$ cat config.mk
export PLATFORM = sky130hd
export DESIGN_NAME = cf_cell
export DESIGN_NICKNAME = d
export VERILOG_FILES = /design/src/hw/rtl/cf_pkg.sv /design/src/hw/rtl/cf_cell.sv
export SDC_FILE = /design/constraint.sdc
export NUM_CORES = 1
export LEC_CHECK = 0
export ABC_AREA = 1
export BUFFER_PORTS_ARGS = -buffer_cell sky130_fd_sc_hd__buf_2
export CORE_AREA = 2 2 44 46
export DETAILED_ROUTE_END_ITERATION = 6
export DIE_AREA = 0 0 46 48
export PLACE_DENSITY = 0.82
export SKIP_LAST_GASP = 1
export SLEW_MARGIN = 0
export SYNTH_ARGS = -nofsm -noshare
export SYNTH_HDL_FRONTEND = slang
export SYNTH_SLANG_ARGS = --single-unit
$ cat constraint.sdc
create_clock -name i_clk -period 1.07 [get_ports i_clk]
set_clock_uncertainty 0.2 [all_clocks]
set_input_delay 0.1605 -clock i_clk [delete_from_list [all_inputs] [get_ports i_clk]]
set_output_delay 0.1605 -clock i_clk [all_outputs]
set_load 0.1 [all_outputs]
$ cat src/hw/rtl/cf_pkg.sv
package cf_pkg;

    localparam int MAX_TAPS    = 32;
    localparam int MAX_FILTERS = 16;
    localparam int MAX_WINDOWS = 4096;

    // One weight row per filter: the taps, then the bias.
    localparam int ROW_LEN   = MAX_TAPS + 1;
    localparam int BIAS_SLOT = MAX_TAPS;
    localparam int WT_DEPTH  = MAX_FILTERS * ROW_LEN;
    localparam int ADDR_W    = $clog2(WT_DEPTH);

    localparam int TAP_W  = 6;
    localparam int STR_W  = 8;
    localparam int FLT_W  = 5;
    localparam int FIDX_W = 4;
    localparam int SMP_W  = 16;
    localparam int WGT_W  = 16;
    localparam int VAL_W  = 40;
    localparam int PRD_W  = SMP_W + WGT_W;
    localparam int WIN_W  = $clog2(MAX_WINDOWS);
    localparam int SEEN_W = 13;
    localparam int CNT_W  = $clog2(MAX_TAPS + 3);

    // Sequencer step at which the last product has reached the accumulator.
    localparam int DRAIN_END = MAX_TAPS + 2;

    // Register indexes on the configuration port.
    localparam logic [1:0] REG_TAPS    = 2'd0;
    localparam logic [1:0] REG_STRIDE  = 2'd1;
    localparam logic [1:0] REG_FILTERS = 2'd2;

    typedef enum logic [1:0] {
        ST_IDLE,
        ST_RUN,
        ST_DRAIN,
        ST_OUT
    } t_state;

    // Kind of operand pair that enters the multiply stage.
    typedef struct packed {
        logic bias;
        logic tap;
    } t_mac_ctl;

endpackage

$ cat src/hw/rtl/cf_cell.sv
module cf_cell import cf_pkg::*; (
    input  logic             i_clk,
    input  logic             i_rst_n,
    input  logic             i_en,
    input  logic [SMP_W-1:0] i_data,
    output logic [SMP_W-1:0] o_data
);

    logic [SMP_W-1:0] r_data;

    // The cell takes its neighbor's sample on a shift or a rotation step.
    always_ff @(posedge i_clk) begin
        if (!i_rst_n) begin
            r_data <= '0;
        end else if (i_en) begin
            r_data <= i_data;
        end
    end

    assign o_data = r_data;

endmodule

Yosys cells after proc, flatten, opt, wreduce, memory -nomap -nowiden. Cells that the tools add are included.

Register bits: 16. Input port bits: 19. Output and inout bits: 16. Logic and storage cells: 1.

Logic depth before layout (Yosys ltp).
Depth in word-level cells: 0. Mapped depth: 4. Mapped depth without buffers: 4.

Least setup slack after synthesis. No wires, ideal clock.

Path type: reg2reg. Start point: register, netlist name o_data[14]. End point: register r_data[14], in the netlist o_data[14]. Library setup time: 63 ps. Arrival: 1151 ps. Required time: 807 ps. Path slack: -344 ps. Stages on the path, launching flop included: 3. Buffers on the path: 0. Clock period less this slack: 1414 ps. Path through: dfxtp_1 -> nor2_1 -> nor2_2.

RTL lines: end signal: assignment (RTL line cf_cell.sv:16) `r_data <= i_data;`; end: declaration (RTL line cf_cell.sv:9) `logic [SMP_W-1:0] r_data;`.

Worst setup path after layout.
Start point: register r_data[5], in the netlist o_data[5]. End point: output port o_data[5].

RTL lines: end: declaration (RTL line cf_cell.sv:6) `output logic [SMP_W-1:0] o_data`.

No word-level cell between the ends.

==> reports/metrics.yaml <==
yosys:
  syn-cell-area_um2: 674.4
  synthDistinctLibCells: 8
  synth_nets: 120
  synth-seq-cells: 16
  ys_warn_count: 0
  syn_inst: 101
  ys_seq_area_share_pct: 47.50
  avgSynthCellArea_um2: 6.677
cells_and_area:
  most-common-layout-cells: "nand2_1, nor2_1, buf_2, buf_12, dfxtp_4"
  final_cell_area_mm2: 0.001324
  utilization_pct: 78.37
  area_growth_pct: 96.29
  fin_nets: 171
  insertedDiodeCount: 0
  mostFrequentLayoutCell: "nand2_1"
  drive_above_1_share_pct: 39.07
  largest_reg_flops: 16
drt:
  drt-wirelength-per-cell_um: 9.607
  via_count: 700
  wirelength_um: 1614
  drt_iter0_markers: 6
  post_drt_via_cell_ratio: 4.167
  drc: 0
  drt-pass1-iter-count: 4
  drtAntennaViolNets: 0
worst_setup_path:
  worst_setup_path_start_kind: "flip-flop"
  crit_fanout: 2
  critPathTopFamily: "flip-flops"
  crit_required_ns: 0.71
  arrival_ns: 0.82
  r2r_cells: 3
  cpPeakStageDelay_ns: 0.37
  crit_buf_inv: 1
  cp_cell_sequence: "buf_12"
  setup.worst_path.end_class: "output port"
  cp.depth: 1
  critPathKind: "flip-flop to output port"
  critPathSlowestCell: "dfxtp_4"
clock_tree:
  cts_tree: "done"
  insertion_delay_ns: 0.28
  cts-root-buf: "clkbuf_4"
  cts_buffers: 3
  cts.sinks: 16
  cts.path.max_buffers: 2
  clkSlewWorstSetupHoldPaths_ns: 0.09
  htree_levels: 1
grt:
  grt_usage_pct: 16.16
  grt_pass1_wl_um: 2504
  grt_pass1_vias: 629
  antenna_found_initial: 0
  grt_max_degree: 33
  grt_overflow: 0
timing:
  worst_slack_ns: -0.1150
  fin_crit_ns: 1.185
  clock.fmax_mhz: 843.9
  hold_viol_final: 0
  finalSetupViolCount: 16
  holdWs_ns: 0.001281
  slew_headroom_pct: 82.20
  worst_pin_slew_ns: 0.2670
  finalMaxSlewViolations: 0
  rsz0062_at_grt: "yes"
  min_period_over_period_pct: 110.7
power:
  total_leakage_power_nw: 0.6778
  power_w: 0.001658
  p_per_area_mw_per_mm2: 1252
  peakVddDrop_uv: 863.3
floorplan:
  fp.coreArea_mm2: 0.001689
  die_w_um: 46
  ios: 35
  rows: 15
  dieArea_mm2: 0.002208
  die_h_um: 48
  floorplan.initialDensity_pct: 39.93
place:
  pre_cts_slack_ns: 0.1190
  post_dp_cell_area_mm2: 0.001140
  gp_congestion: 0.5848
  portBuffers: 34
  dp_hpwl_um: 1160
min_path:
  worstHoldPathType: "input port to flip-flop"
  holdPathStages: 5
status:
  failed_checks: "setup timing"
  status: "finished, violations left"
job:
  drv_cap: 0
-- cell type report --
cell class / count / area, um2
Multi-Input combinational cell: 64 / 247.7
Fill cell: 109 / 365.4
Clock buffer: 3 / 22.52
Inverter: 16 / 60.06
Sequential cell: 16 / 380.4
Clock inverter: 1 / 3.754
Timing Repair Buffer: 51 / 588.1
Tap cell: 17 / 21.27
-- where the power goes --
part	internal (W)	total (W)	leakage, nW	switching, W
sequential	0.000628	0.000672	0.143	0.0000443
combinational	0.000261	0.000663	0.520	0.000403
clock	0.000135	0.000322	0.0154	0.000187
-- per-layer routing --
layer	global-route usage, %	share of wire (%)	vias to the layer above
met2	31.39	54	26
met5	0	0	-
met4	6.857	1.3	0
li1	-	-	384
met1	16.33	39	288
met3	3.774	5.6	2
-- worst paths after layout --
check / startpoint / to / slack, ns
worst max-delay path: o_data[5] / o_data[5] / -0.11
worst min-delay path: i_data[6] / o_data[6] / 0.001
worst min register to register: o_data[8] / o_data[8] / 0.31
worst max register to register: o_data[15] / o_data[15] / 0.15
-- logic make-up (layout without fill, tap and decap cells) --
kind of cell,count (synthesis),after routing,synth area share (%)
flip-flops,16,16,47.50
AND/OR/NAND/NOR,64,64,36.74
buffers and inverters,21,71,15.77
-- synth_stat cells --
cell type	n	area [um2]
nand2_1	32	120.1
buf_6	3	33.78
inv_1	16	60.06
buf_4	1	7.510
dfxtp_1	16	320.3
nor2_1	29	108.9
nor2_2	3	18.77
clkbuf_2	1	5.000
-- through the flow --
stage	TNS, ns	cells
2_1_floorplan	0	101
3_3_place_gp	0	148
3_5_place_dp	0	148
4_1_cts	-1.913	168
5_1_grt	-2.166	168
6_report	-1.777	168
-- worst min-delay path: stages --
cell	delay, ns
buf_2	0.10
inv_1	0.04
nand2_1	0.04
nand2_1	0.07
nor2_1	0.04
-- repair_timing --
item,in CTS,in global routing
resized for setup,0,1
setup buffers,1,0
endpoints found under the hold margin,15,0
pin swaps,0,0
setup endpoints to repair,16,17
hold buffers,15,0
Note: power is estimated with default switching activity, not from simulation.
