[src/hw/rtl/cf_pkg.sv]
package cf_pkg;

    localparam int MAX_TAPS    = 32;
    localparam int MAX_FILTERS = 16;
    localparam int MAX_WINDOWS = 4096;

    // One weight row per filter: the taps, then the bias.
    localparam int ROW_LEN   = MAX_TAPS + 1;
    localparam int BIAS_SLOT = MAX_TAPS;
    localparam int WT_DEPTH  = MAX_FILTERS * ROW_LEN;
    localparam int ADDR_W    = $clog2(WT_DEPTH);

    localparam int TAP_W  = 6;
    localparam int STR_W  = 8;
    localparam int FLT_W  = 5;
    localparam int FIDX_W = 4;
    localparam int SMP_W  = 16;
    localparam int WGT_W  = 16;
    localparam int VAL_W  = 40;
    localparam int PRD_W  = SMP_W + WGT_W;
    localparam int WIN_W  = $clog2(MAX_WINDOWS);
    localparam int SEEN_W = 13;
    localparam int CNT_W  = $clog2(MAX_TAPS + 3);

    // Sequencer step at which the last product has reached the accumulator.
    localparam int DRAIN_END = MAX_TAPS + 2;

    // Register indexes on the configuration port.
    localparam logic [1:0] REG_TAPS    = 2'd0;
    localparam logic [1:0] REG_STRIDE  = 2'd1;
    localparam logic [1:0] REG_FILTERS = 2'd2;

    typedef enum logic [1:0] {
        ST_IDLE,
        ST_RUN,
        ST_DRAIN,
        ST_OUT
    } t_state;

    // Kind of operand pair that enters the multiply stage.
    typedef struct packed {
        logic bias;
        logic tap;
    } t_mac_ctl;

endpackage

[src/hw/rtl/cf_mac.sv]
module cf_mac import cf_pkg::*; (
    input  logic             i_clk,
    input  logic             i_rst_n,
    input  logic             i_clear,
    input  t_mac_ctl         i_ctl,
    input  logic [WGT_W-1:0] i_weight,
    input  logic [SMP_W-1:0] i_sample,
    output logic [VAL_W-1:0] o_acc
);

    logic [PRD_W-1:0] r_prod;
    logic             r_prod_v;
    logic [VAL_W-1:0] r_acc;
    logic [PRD_W-1:0] n_prod;

    // A tap multiplies with its sample; the bias moves up to the product scale.
    always_comb begin
        n_prod = '0;
        if (i_ctl.tap) begin
            n_prod = PRD_W'($signed(i_weight) * $signed(i_sample));
        end else if (i_ctl.bias) begin
            n_prod = {{(PRD_W - WGT_W - 8){i_weight[WGT_W-1]}}, i_weight, 8'b0};
        end
    end

    always_ff @(posedge i_clk) begin
        if (!i_rst_n) begin
            r_prod_v <= 1'b0;
        end else begin
            r_prod_v <= i_ctl.tap | i_ctl.bias;
        end
    end

    always_ff @(posedge i_clk) begin
        r_prod <= n_prod;
    end

    // Full-width accumulation of the registered products.
    always_ff @(posedge i_clk) begin
        if (i_clear) begin
            r_acc <= '0;
        end else if (r_prod_v) begin
            r_acc <= r_acc + {{(VAL_W - PRD_W){r_prod[PRD_W-1]}}, r_prod};
        end
    end

    assign o_acc = r_acc;

endmodule

[config.mk]
export PLATFORM = sky130hd
export DESIGN_NAME = cf_mac
export DESIGN_NICKNAME = d
export VERILOG_FILES = /design/src/hw/rtl/cf_pkg.sv /design/src/hw/rtl/cf_mac.sv
export SDC_FILE = /design/constraint.sdc
export NUM_CORES = 1
export LEC_CHECK = 0
export BUFFER_PORTS_ARGS = -buffer_cell sky130_fd_sc_hd__buf_2
export CORE_AREA = 5 5 208 210
export CTS_CLUSTER_DIAMETER = 150
export DETAILED_ROUTE_END_ITERATION = 12
export DIE_AREA = 0 0 213 215
export PLACE_DENSITY = 0.59
export SETUP_SLACK_MARGIN = 0.4
export SYNTH_ARGS = -nofsm -noshare
export SYNTH_HDL_FRONTEND = slang
export SYNTH_SLANG_ARGS = --single-unit
[constraint.sdc]
create_clock -name i_clk -period 19 [get_ports i_clk]
set_clock_uncertainty 0.05 [all_clocks]
set_input_delay 3.8 -clock i_clk [delete_from_list [all_inputs] [get_ports i_clk]]
set_output_delay 3.8 -clock i_clk [all_outputs]
set_load 0.02 [all_outputs]
Word-level counts from Yosys, hierarchy flattened

Index checks and enable logic that the tools add are counted.

$add $sub $neg: 1
$mul: 1
Muxes and demuxes: 2
Bitwise gates (word level): 1

Operators by type and width:

| operator       | number |
|---|---|
| $mux 32        | 2 |
| $add 40x40->40 | 1 |
| $mul 16x16->32 | 1 |
| $or 1x1->1     | 1 |

Bits in registers: 73
Input bits: 37
Word-level logic and storage cells: 8

Logic depth before layout (Yosys ltp)

Gate-level depths: netlist of run 1.

Word-level depth: 2
Mapped depth: 25
Mapped depth without buffers: 24

Least setup slack after synthesis of run 1

OpenSTA, ideal clock, no wires.

Kind: input port to flip-flop
Start: in i_weight[15]
End: reg r_prod[29]
Setup time: 115 ps
Arrival: 9,729 ps
Required time: 18,835 ps
Setup slack: 9,105 ps
Stages on the path: 21
Buffers on the path: 1
Cell sequence: clkbuf_1 > nand2_1 > inv_1 > fa_1 > fa_1 > fa_1 > fa_1 > fa_1 > inv_1 > fa_1 > inv_1 > ha_1 > a21oi_1 > nor2b_1 > a41oi_1 > o211ai_1 > a31o_1 > and4_4 > o31a_1 > or3_1 > a31o_1

Longest elaborated chain between the ends: 2
Elaborated cells between the ends (all ways): 3
Those cells by class: mul: 1; mux: 2

Ends and longest elaborated chain:

| element                                   | RTL line                   | source |
|---|---|---|
| start: declaration                        | cf_mac.sv:6                | `input logic [WGT_W-1:0] i_weight,` |
| $mul 16x16->32 or $mux 32 (tied branches) | cf_mac.sv:20, cf_mac.sv:21 |  |
| $mux 32 *                                 | cf_mac.sv:19               | `if (i_ctl.tap) begin` |
| via n_prod[29]                            | cf_mac.sv:14               | `logic [PRD_W-1:0] n_prod;` |
| end signal: assignment                    | cf_mac.sv:35               | `r_prod <= n_prod;` |
| end: declaration                          | cf_mac.sv:11               | `logic [PRD_W-1:0] r_prod;` |

The timed path passes the listed nets; every way through them passes the cells marked *.
A chain may end at the register's enable or synchronous reset.

Final worst setup path of run 1

Same ends and word-level chain as after synthesis.

==> results of run 1 <==
final timing paths:
| check | from | endpoint | slack [ns] | depth (start not counted) |
|---|---|---|---|---|
| worst max-delay path | i_weight[15] | r_prod[29]$_DFF_P_ | 8.96 | 21 |
| worst min-delay path | o_acc[26]$_SDFFE_PP0P_ | o_acc[26]$_SDFFE_PP0P_ | 0.44 | 2 |
| worst max register to register | o_acc[0]$_SDFFE_PP0P_ | o_acc[34]$_SDFFE_PP0P_ | 15.59 | 13 |
| worst min register to register | o_acc[26]$_SDFFE_PP0P_ | o_acc[26]$_SDFFE_PP0P_ | 0.44 | 2 |
Yosys cell counts, types with 11 or more instances:
cell type,n,area share
and3_1,11,0.0049
o21a_1,11,0.0058
and2_1,131,0.058
a21oi_1,55,0.019
nand3_1,11,0.0039
nor3_1,11,0.0039
nor2_1,80,0.021
fa_1,263,0.37
a21o_1,31,0.016
o21ai_1,11,0.0039
o21ai_0,45,0.016
clkbuf_1,47,0.012
xnor2_1,41,0.025
a31oi_1,14,0.0062
xor2_1,19,0.012
dfxtp_1,73,0.10
inv_1,311,0.082
mux2i_1,18,0.013
nand2_1,187,0.050
ha_1,121,0.11
kinds of logic (layout without fill, tap and decap cells):
logic type / Yosys count / count (layout) / synth area share
compound gates: 229 / 229 / 0.106
xor+xnor: 60 / 60 / 0.0371
fa+ha+maj: 384 / 384 / 0.479
buf+inv: 366 / 405 / 0.0973
flops: 73 / 73 / 0.103
mux: 18 / 18 / 0.0127
other cells: 0 / 1 / 0
simple gates: 478 / 478 / 0.165
sequential cells by signal, indices dropped and copies added (netlist names):
signal    flops
r_prod_v      1
r_prod       32
o_acc        40
layout make-up:
cell class	instances	area [µm²]	area share
multi-input combinational	1169	11300	0.739
sequential	73	1460	0.0955
inverter	312	1170	0.0765
tap	539	674	0.0440
timing repair buffer	77	388	0.0253
clock buffer	10	229	0.0149
clock inverter	6	67.6	0.00441
antenna	1	2.50	0.000163
stage by stage:
| stage | util | hold slack, ns | setup slack, ns | cell area (µm²) | std cells |
|---|---|---|---|---|---|
| floorplan | - | 0.489 | 9.11 | 14200 | 1608 |
| global placement | 0.363 | 0.419 | 8.77 | 15000 | 2170 |
| detailed placement | 0.363 | 0.430 | 8.64 | 15000 | 2170 |
| CTS | 0.370 | 0.438 | 8.97 | 15300 | 2186 |
| global route | 0.370 | 0.457 | 8.66 | 15300 | 2186 |
| finish | 0.370 | 0.439 | 8.96 | 15300 | 2187 |
metal layers:
layer	wire length, µm	vias to the layer above	global-route usage
li1	-	5111	-
met1	15100	5443	0.202
met2	17900	166	0.275
met3	1150	26	0.0162
met4	347	0	0.0209
met5	0	-	0
worst register-to-register path, stage by stage, from the launching register on:
cell	delay (ns)
dfxtp_1	0.35
ha_1	0.21
inv_1	0.07
fa_1	0.42
nor2b_1	0.17
o31a_1	0.22
o31ai_2	0.11
a21oi_1	0.28
o221ai_1	0.25
a31oi_1	0.45
a21o_1	0.19
a21oi_1	0.07
and4_1	0.20
a311o_1	0.25
==> results.tsv, run 1 <==
stage	metric	value	unit
detailed_routing	drt via density	4.91	
detailed_routing	Wirelength per Cell	15.8	µm
place	port bufs	76	
cts	post-cts sizing count	0	
timing	crit path time final	10.04	ns
cts	CTS clk-pin slew, worst paths	0.06	ns
cts	CTS tree	built	
synthesis	Post-Synthesis Cells	1608	
die	die width	213	µm
cts	Hold-fix buffers, CTS	0	
cts	Clock Root Buffer	clkbuf_16	
setup_path	Top delay family on crit path	adder cells	
synthesis	synth unique cells	70	
timing	fin. max-slew vios	0	
synthesis	Post-synth top flop	dfxtp_1	
synthesis	synthesized flop and latch total	73	
cts	clock sink total	73	
timing	TNS Setup	0	ns
setup_path	critical path's slowest cell	fa_1	
setup_path	most used cell, CP	fa_1	
cts	CTS H-tree lvls	3	
setup_path	WP buf/inv	4	
flow_run	Max Cap Viol	0	
synthesis	number of synthesized flops with an enable pin	0	
cts	clk buf depth	2	
die	row count	75	
detailed_routing	Antenna Violating Nets Remaining	0	
timing	Worst Tran Pin Value	0.856	ns
die	number of I/O pins	77	
timing	RSZ-0062 raised after global routing	no	
setup_path	Critical Path AT	10.21	ns
outcome	status	complete, no violations	
timing	final setup vio count	0	
setup_path	critical path required time	19.17	ns
final_layout	commonest non-fill, non-tap cells in the layout	inv_1, fa_1, nand2_1	
synthesis	Ys Warns	0	
synthesis	Avg Inst Size Synth	8.81	µm²
detailed_routing	Pre-antenna DRT Iters	5	
grt	number of global-route vias before repair	11374	
cts	clk_lat worst skew	0.33	ns
grt	global-route wire length before repair	57800	µm
timing	max_slew headroom	0.429	
synthesis	syn nets	2029	
place	gpl congestion	0.864	
timing	Hold Vio Cnt, Final	0	
cts	post-CTS setup buffers	0	
cts	TritonCTS Buffers	9	
grt	antenna violations before repair	1	
timing	fin crit share	0.528	
setup_path	worst-path fanout max	17	
grt	Remaining Overflow, GRT	0	
final_layout	Filler cells	4246	
synthesis	Async SR Flop Fraction	0	
detailed_routing	via count	10746	
setup_path	Setup crit end kind	flop	
detailed_routing	Remaining DRCs	0	
synthesis	Mapped Area	14200	µm²
final_layout	Layout Area Growth over Synthesis	8.15	%
final_layout	share of cells above drive strength 1	0.0625	
worst_hold_path	worst hold path type	reg -> reg	
timing	fmax	99.6	MHz
synthesis	sequential share of the synthesized area	0.103	
setup_path	crit path cell chain	buf_2, nand2_1, inv_1, fa_1, fa_1, fa_1, fa_1, fa_1, inv_1, fa_1, inv_1, ha_1, a21oi_1, nor2b_1, a41oi_1, o211ai_1, a31o_1, and4_4, o31a_1, or3_1, a31o_1	
detailed_routing	routed wire length	34500	µm
die	die area	45800	µm²
grt	pin count of the biggest net entering global routing	43	
setup_path	type of origin of the critical path	input pin	
setup_path	kind of critical path	in -> reg	
grt	gr usage total	0.153	
setup_path	crit-path max cell delay	0.91	ns
die	CORE AREA	41400	µm²
place	hpwl dp	29000	µm
final_layout	commonest non-fill, non-tap cell in the layout	inv_1	
final_layout	nets	2063	
die	chip height	215	µm
detailed_routing	DRT iter0 DRCs	524	
die	Initial Util	0.342	
Power of run 1 is left out: the tool's default activity adds up to more than one toggle a clock period on the data nets, which glitch-free logic cannot reach.
==> run 2, diff against run 1 <==
==> constraint.sdc (replaced) <==
create_clock -name i_clk -period 9.4 [get_ports i_clk]
set_clock_uncertainty 0.05 [all_clocks]
set_input_delay 1.88 -clock i_clk [delete_from_list [all_inputs] [get_ports i_clk]]
set_output_delay 1.88 -clock i_clk [all_outputs]
set_load 0.02 [all_outputs]
==> results.tsv, run 2 (synthesized netlist as in run 1, its figures left out) <==
stage	metric	value	unit
flow_run	Max Cap Viol	0	
place	gpl congestion	0.864	
timing	TNS Setup	0	ns
final_layout	commonest non-fill, non-tap cells in the layout	inv_1, fa_1, nand2_1	
setup_path	crit path cell chain	buf_2, nand2_1, inv_1, fa_1, fa_1, fa_1, fa_1, fa_1, inv_1, fa_1, inv_1, ha_1, a21oi_1, nor2b_1, a41oi_1, o211ai_1, a31o_1, and4_4, o31a_1, or3_1, a31o_1	
final_layout	max reg flops	40	
cts	TritonCTS Buffers	9	
worst_hold_path	worst hold path type	reg -> reg	
cts	post-cts sizing count	0	
die	row count	75	
place	port bufs	76	
die	Initial Util	0.342	
setup_path	WP buf/inv	4	
final_layout	final core area utilization	0.370	
setup_path	worst-path fanout max	17	
grt	pin count of the biggest net entering global routing	43	
detailed_routing	Pre-antenna DRT Iters	5	
die	CORE AREA	41400	µm²
timing	fin. max-slew vios	0	
detailed_routing	Wirelength per Cell	15.8	µm
cts	CTS H-tree lvls	3	
setup_path	Top delay family on crit path	adder cells	
setup_path	critical path's slowest cell	fa_1	
timing	Worst Tran Pin Value	0.865	ns
final_layout	commonest non-fill, non-tap cell in the layout	inv_1	
grt	gr usage total	0.154	
setup_path	Critical Path AT	8.28	ns
cts	clk_lat worst skew	0.34	ns
cts	CTS clk-pin slew, worst paths	0.06	ns
detailed_routing	via count	10850	
setup_path	Setup crit end kind	flop	
timing	RSZ-0062 raised after global routing	no	
setup_path	most used cell, CP	fa_1	
grt	number of global-route vias before repair	11503	
timing	fin crit share	0.862	
die	chip height	215	µm
cts	Hold-fix buffers, CTS	0	
cts	post-CTS setup buffers	0	
cts	CTS tree	built	
timing	crit path time final	8.10	ns
grt	global-route wire length before repair	58100	µm
die	die area	45800	µm²
detailed_routing	Antenna Violating Nets Remaining	0	
detailed_routing	DRT iter0 DRCs	671	
die	number of I/O pins	77	
final_layout	nets	2063	
setup_path	kind of critical path	in -> reg	
detailed_routing	Remaining DRCs	0	
setup_path	worst reg-to-reg setup slack	6.00	ns
grt	antenna violations before repair	1	
grt	Remaining Overflow, GRT	0	
outcome	status	complete, no violations	
final_layout	Layout Area Growth over Synthesis	8.10	%
place	hpwl dp	29000	µm
setup_path	type of origin of the critical path	input pin	
timing	max_slew headroom	0.422	
timing	fmax	123	MHz
final_layout	share of cells above drive strength 1	0.0631	
die	die width	213	µm
timing	final setup vio count	0	
detailed_routing	drt via density	4.96	
timing	Hold Vio Cnt, Final	0	
setup_path	crit-path max cell delay	0.90	ns
cts	Clock Root Buffer	clkbuf_16	
detailed_routing	routed wire length	34600	µm
cts	clock sink total	73	
setup_path	critical path required time	9.58	ns
cts	clk buf depth	2	
[run 2: worst min-delay path: cells and delay by family (launching register included)]
family	cells	cell delay, ns
AND/OR/NAND/NOR	1	0.07
AO/OA/AOI/OAI	1	0.05
flip-flops	1	0.33
[run 2: per-stage QoR]
step | cells | hold slack (ns) | setup WS [ns] | area, µm²
3_3_place_gp | 2170 | 0.419 | 1.09 | 15000
2_1_floorplan | 1608 | 0.489 | 1.43 | 14200
4_1_cts | 2186 | 0.439 | 1.31 | 15300
5_1_grt | 2186 | 0.457 | 1.02 | 15300
3_5_place_dp | 2170 | 0.430 | 0.955 | 15000
6_report | 2187 | 0.437 | 1.30 | 15300
[run 2: worst paths after layout]
kind | startpoint | to | depth (start not counted)
setup / recovery | i_weight[15] | r_prod[29]$_DFF_P_ | 21
hold / removal | o_acc[4]$_SDFFE_PP0P_ | o_acc[4]$_SDFFE_PP0P_ | 2
setup reg to reg | o_acc[0]$_SDFFE_PP0P_ | o_acc[34]$_SDFFE_PP0P_ | 13
hold reg to reg | o_acc[4]$_SDFFE_PP0P_ | o_acc[4]$_SDFFE_PP0P_ | 2
[run 2: layout make-up]
cell class,count,area (µm²)
flip-flops and latches,73,1460
well taps,539,674
multi-input cells,1169,11300
clock buffers,9,225
inverters,312,1170
fillers,4207,26100
clock inverters,7,63.8
repair buffers,77,388
diodes,1,2.50
[run 2: routing by layer]
| metal | global-route usage | share of wire |
|---|---|---|
| met5 | 0 | 0 |
| met4 | 0.0265 | 0.011 |
| met3 | 0.0134 | 0.040 |
| met2 | 0.276 | 0.52 |
| met1 | 0.205 | 0.43 |
Power of run 2 is left out for the same reason.
==> run 3, diff against run 2 <==
--- a/config.mk
+++ b/config.mk
@@ -6,10 +6,10 @@
 export NUM_CORES = 1
 export LEC_CHECK = 0
 export BUFFER_PORTS_ARGS = -buffer_cell sky130_fd_sc_hd__buf_2
-export CORE_AREA = 5 5 208 210
-export CTS_CLUSTER_DIAMETER = 150
+export CORE_AREA = 5 5 171 255
+export CTS_CLUSTER_DIAMETER = 100
 export DETAILED_ROUTE_END_ITERATION = 12
-export DIE_AREA = 0 0 213 215
+export DIE_AREA = 0 0 176 260
 export PLACE_DENSITY = 0.59
 export SETUP_SLACK_MARGIN = 0.4
 export SYNTH_ARGS = -nofsm -noshare
==> results.tsv, run 3 (synthesized netlist as in run 1, its figures left out) <==
stage	metric	value	unit
outcome	status	complete, no violations	
final_layout	Final Cell Area	15300	µm²
cts	CTS tree	built	
die	chip height	260	µm
final_layout	Filler cells	4232	
flow_run	Max Cap Viol	0	
setup_path	WP buf/inv	4	
detailed_routing	Pre-antenna DRT Iters	7	
grt	antenna violations before repair	0	
detailed_routing	DRT iter0 DRCs	474	
detailed_routing	Wirelength per Cell	17.1	µm
timing	fmax	123	MHz
cts	clock sink total	73	
final_layout	max reg flops	40	
final_layout	nets	2063	
cts	TritonCTS Buffers	9	
timing	fin crit share	0.868	
grt	met1 Use GR	0.179	
detailed_routing	Remaining DRCs	0	
timing	Hold Vio Cnt, Final	0	
die	die width	176	µm
timing	Worst Tran Pin Value	0.845	ns
place	hpwl dp	30500	µm
die	Initial Util	0.346	
cts	clk_lat worst skew	0.34	ns
grt	pin count of the biggest net entering global routing	43	
grt	number of global-route vias before repair	11740	
setup_path	kind of critical path	in -> reg	
grt	global-route wire length before repair	60000	µm
final_layout	commonest non-fill, non-tap cells in the layout	inv_1, fa_1, nand2_1	
cts	CTS H-tree lvls	3	
die	die area	45800	µm²
cts	post-cts sizing count	0	
setup_path	Top delay family on crit path	adder cells	
cts	Clock Root Buffer	clkbuf_16	
timing	TNS Setup	0	ns
grt	gr usage total	0.162	
detailed_routing	via count	10840	
worst_hold_path	worst hold path type	reg -> reg	
timing	fin. max-slew vios	0	
timing	final setup vio count	0	
die	number of I/O pins	77	
cts	post-CTS setup buffers	0	
place	placed cell areas	15000	µm²
die	row count	91	
place	port bufs	76	
cts	CTS clk-pin slew, worst paths	0.06	ns
setup_path	crit-path max cell delay	0.90	ns
setup_path	type of origin of the critical path	input pin	
setup_path	crit path cell chain	buf_2, nand2_1, inv_1, fa_1, fa_1, fa_1, fa_1, fa_1, inv_1, fa_1, inv_1, ha_1, a21oi_1, nor2b_1, a41oi_1, o211ai_1, a31o_1, and4_4, o31a_1, or3_1, a31o_1	
detailed_routing	drt via density	5.02	
timing	RSZ-0062 raised after global routing	no	
final_layout	Layout Area Growth over Synthesis	8.20	%
setup_path	most used cell, CP	fa_1	
cts	clk buf depth	2	
timing	hold_ws	0.433	ns
setup_path	Setup crit end kind	flop	
setup_path	Critical Path AT	8.34	ns
grt	global-route met3 utilization	0.0145	
final_layout	Reg area	1460	µm²
final_layout	share of cells above drive strength 1	0.0631	
die	CORE AREA	41000	µm²
grt	met2 Use GR	0.322	
final_layout	commonest non-fill, non-tap cell in the layout	inv_1	
timing	max_slew headroom	0.437	
final_layout	multi-input logic area	11300	µm²
detailed_routing	Antenna Violating Nets Remaining	0	
timing	crit path time final	8.16	ns
cts	Hold-fix buffers, CTS	0	
setup_path	critical path's slowest cell	fa_1	
setup_path	critical path required time	9.58	ns
grt	grt peak-use layer	met2	
final_layout	Post-Layout Cell Count	2158	
final_layout	ant diodes	0	
place	gpl congestion	0.869	
grt	Remaining Overflow, GRT	0	
detailed_routing	routed wire length	36800	µm
setup_path	worst-path fanout max	16	
place	placed cells	2142	
-- run 3: final cells by class --
class	count	area share
tap	511	0.0417
timing repair buffer	77	0.0253
clock inverter	4	0.00482
multi-input combinational	1169	0.739
clock buffer	12	0.0174
inverter	312	0.0764
sequential	73	0.0954
-- run 3: tightest hold or removal path, stage by stage, from the launching register on --
cell	delay, ns
dfxtp_1	0.32
nand2_1	0.06
a21oi_1	0.05
-- run 3: stage by stage --
step	worst slack, ns	util
after floorplan	1.43	-
after global placement	1.01	0.366
after detailed placement	0.899	0.366
after CTS	1.25	0.374
after global routing	0.957	0.374
final	1.24	0.374
-- run 3: worst paths after layout --
kind	start	to	slack [ns]	cells past startpoint
max	i_sample[1]	r_prod[29]$_DFF_P_	1.24	21
min	o_acc[37]$_SDFFE_PP0P_	o_acc[37]$_SDFFE_PP0P_	0.43	2
max reg2reg	o_acc[0]$_SDFFE_PP0P_	o_acc[34]$_SDFFE_PP0P_	6.00	13
min reg2reg	o_acc[37]$_SDFFE_PP0P_	o_acc[37]$_SDFFE_PP0P_	0.43	2
-- run 3: layer usage --
layer / share of wire / wire length (µm) / vias up
met5: 0 / 0 / -
met4: 0.030 / 1100 / 0
met3: 0.027 / 1000 / 65
met2: 0.56 / 20400 / 219
met1: 0.39 / 14300 / 5450
li1: - / - / 5106
Power of run 3 is left out for the same reason.
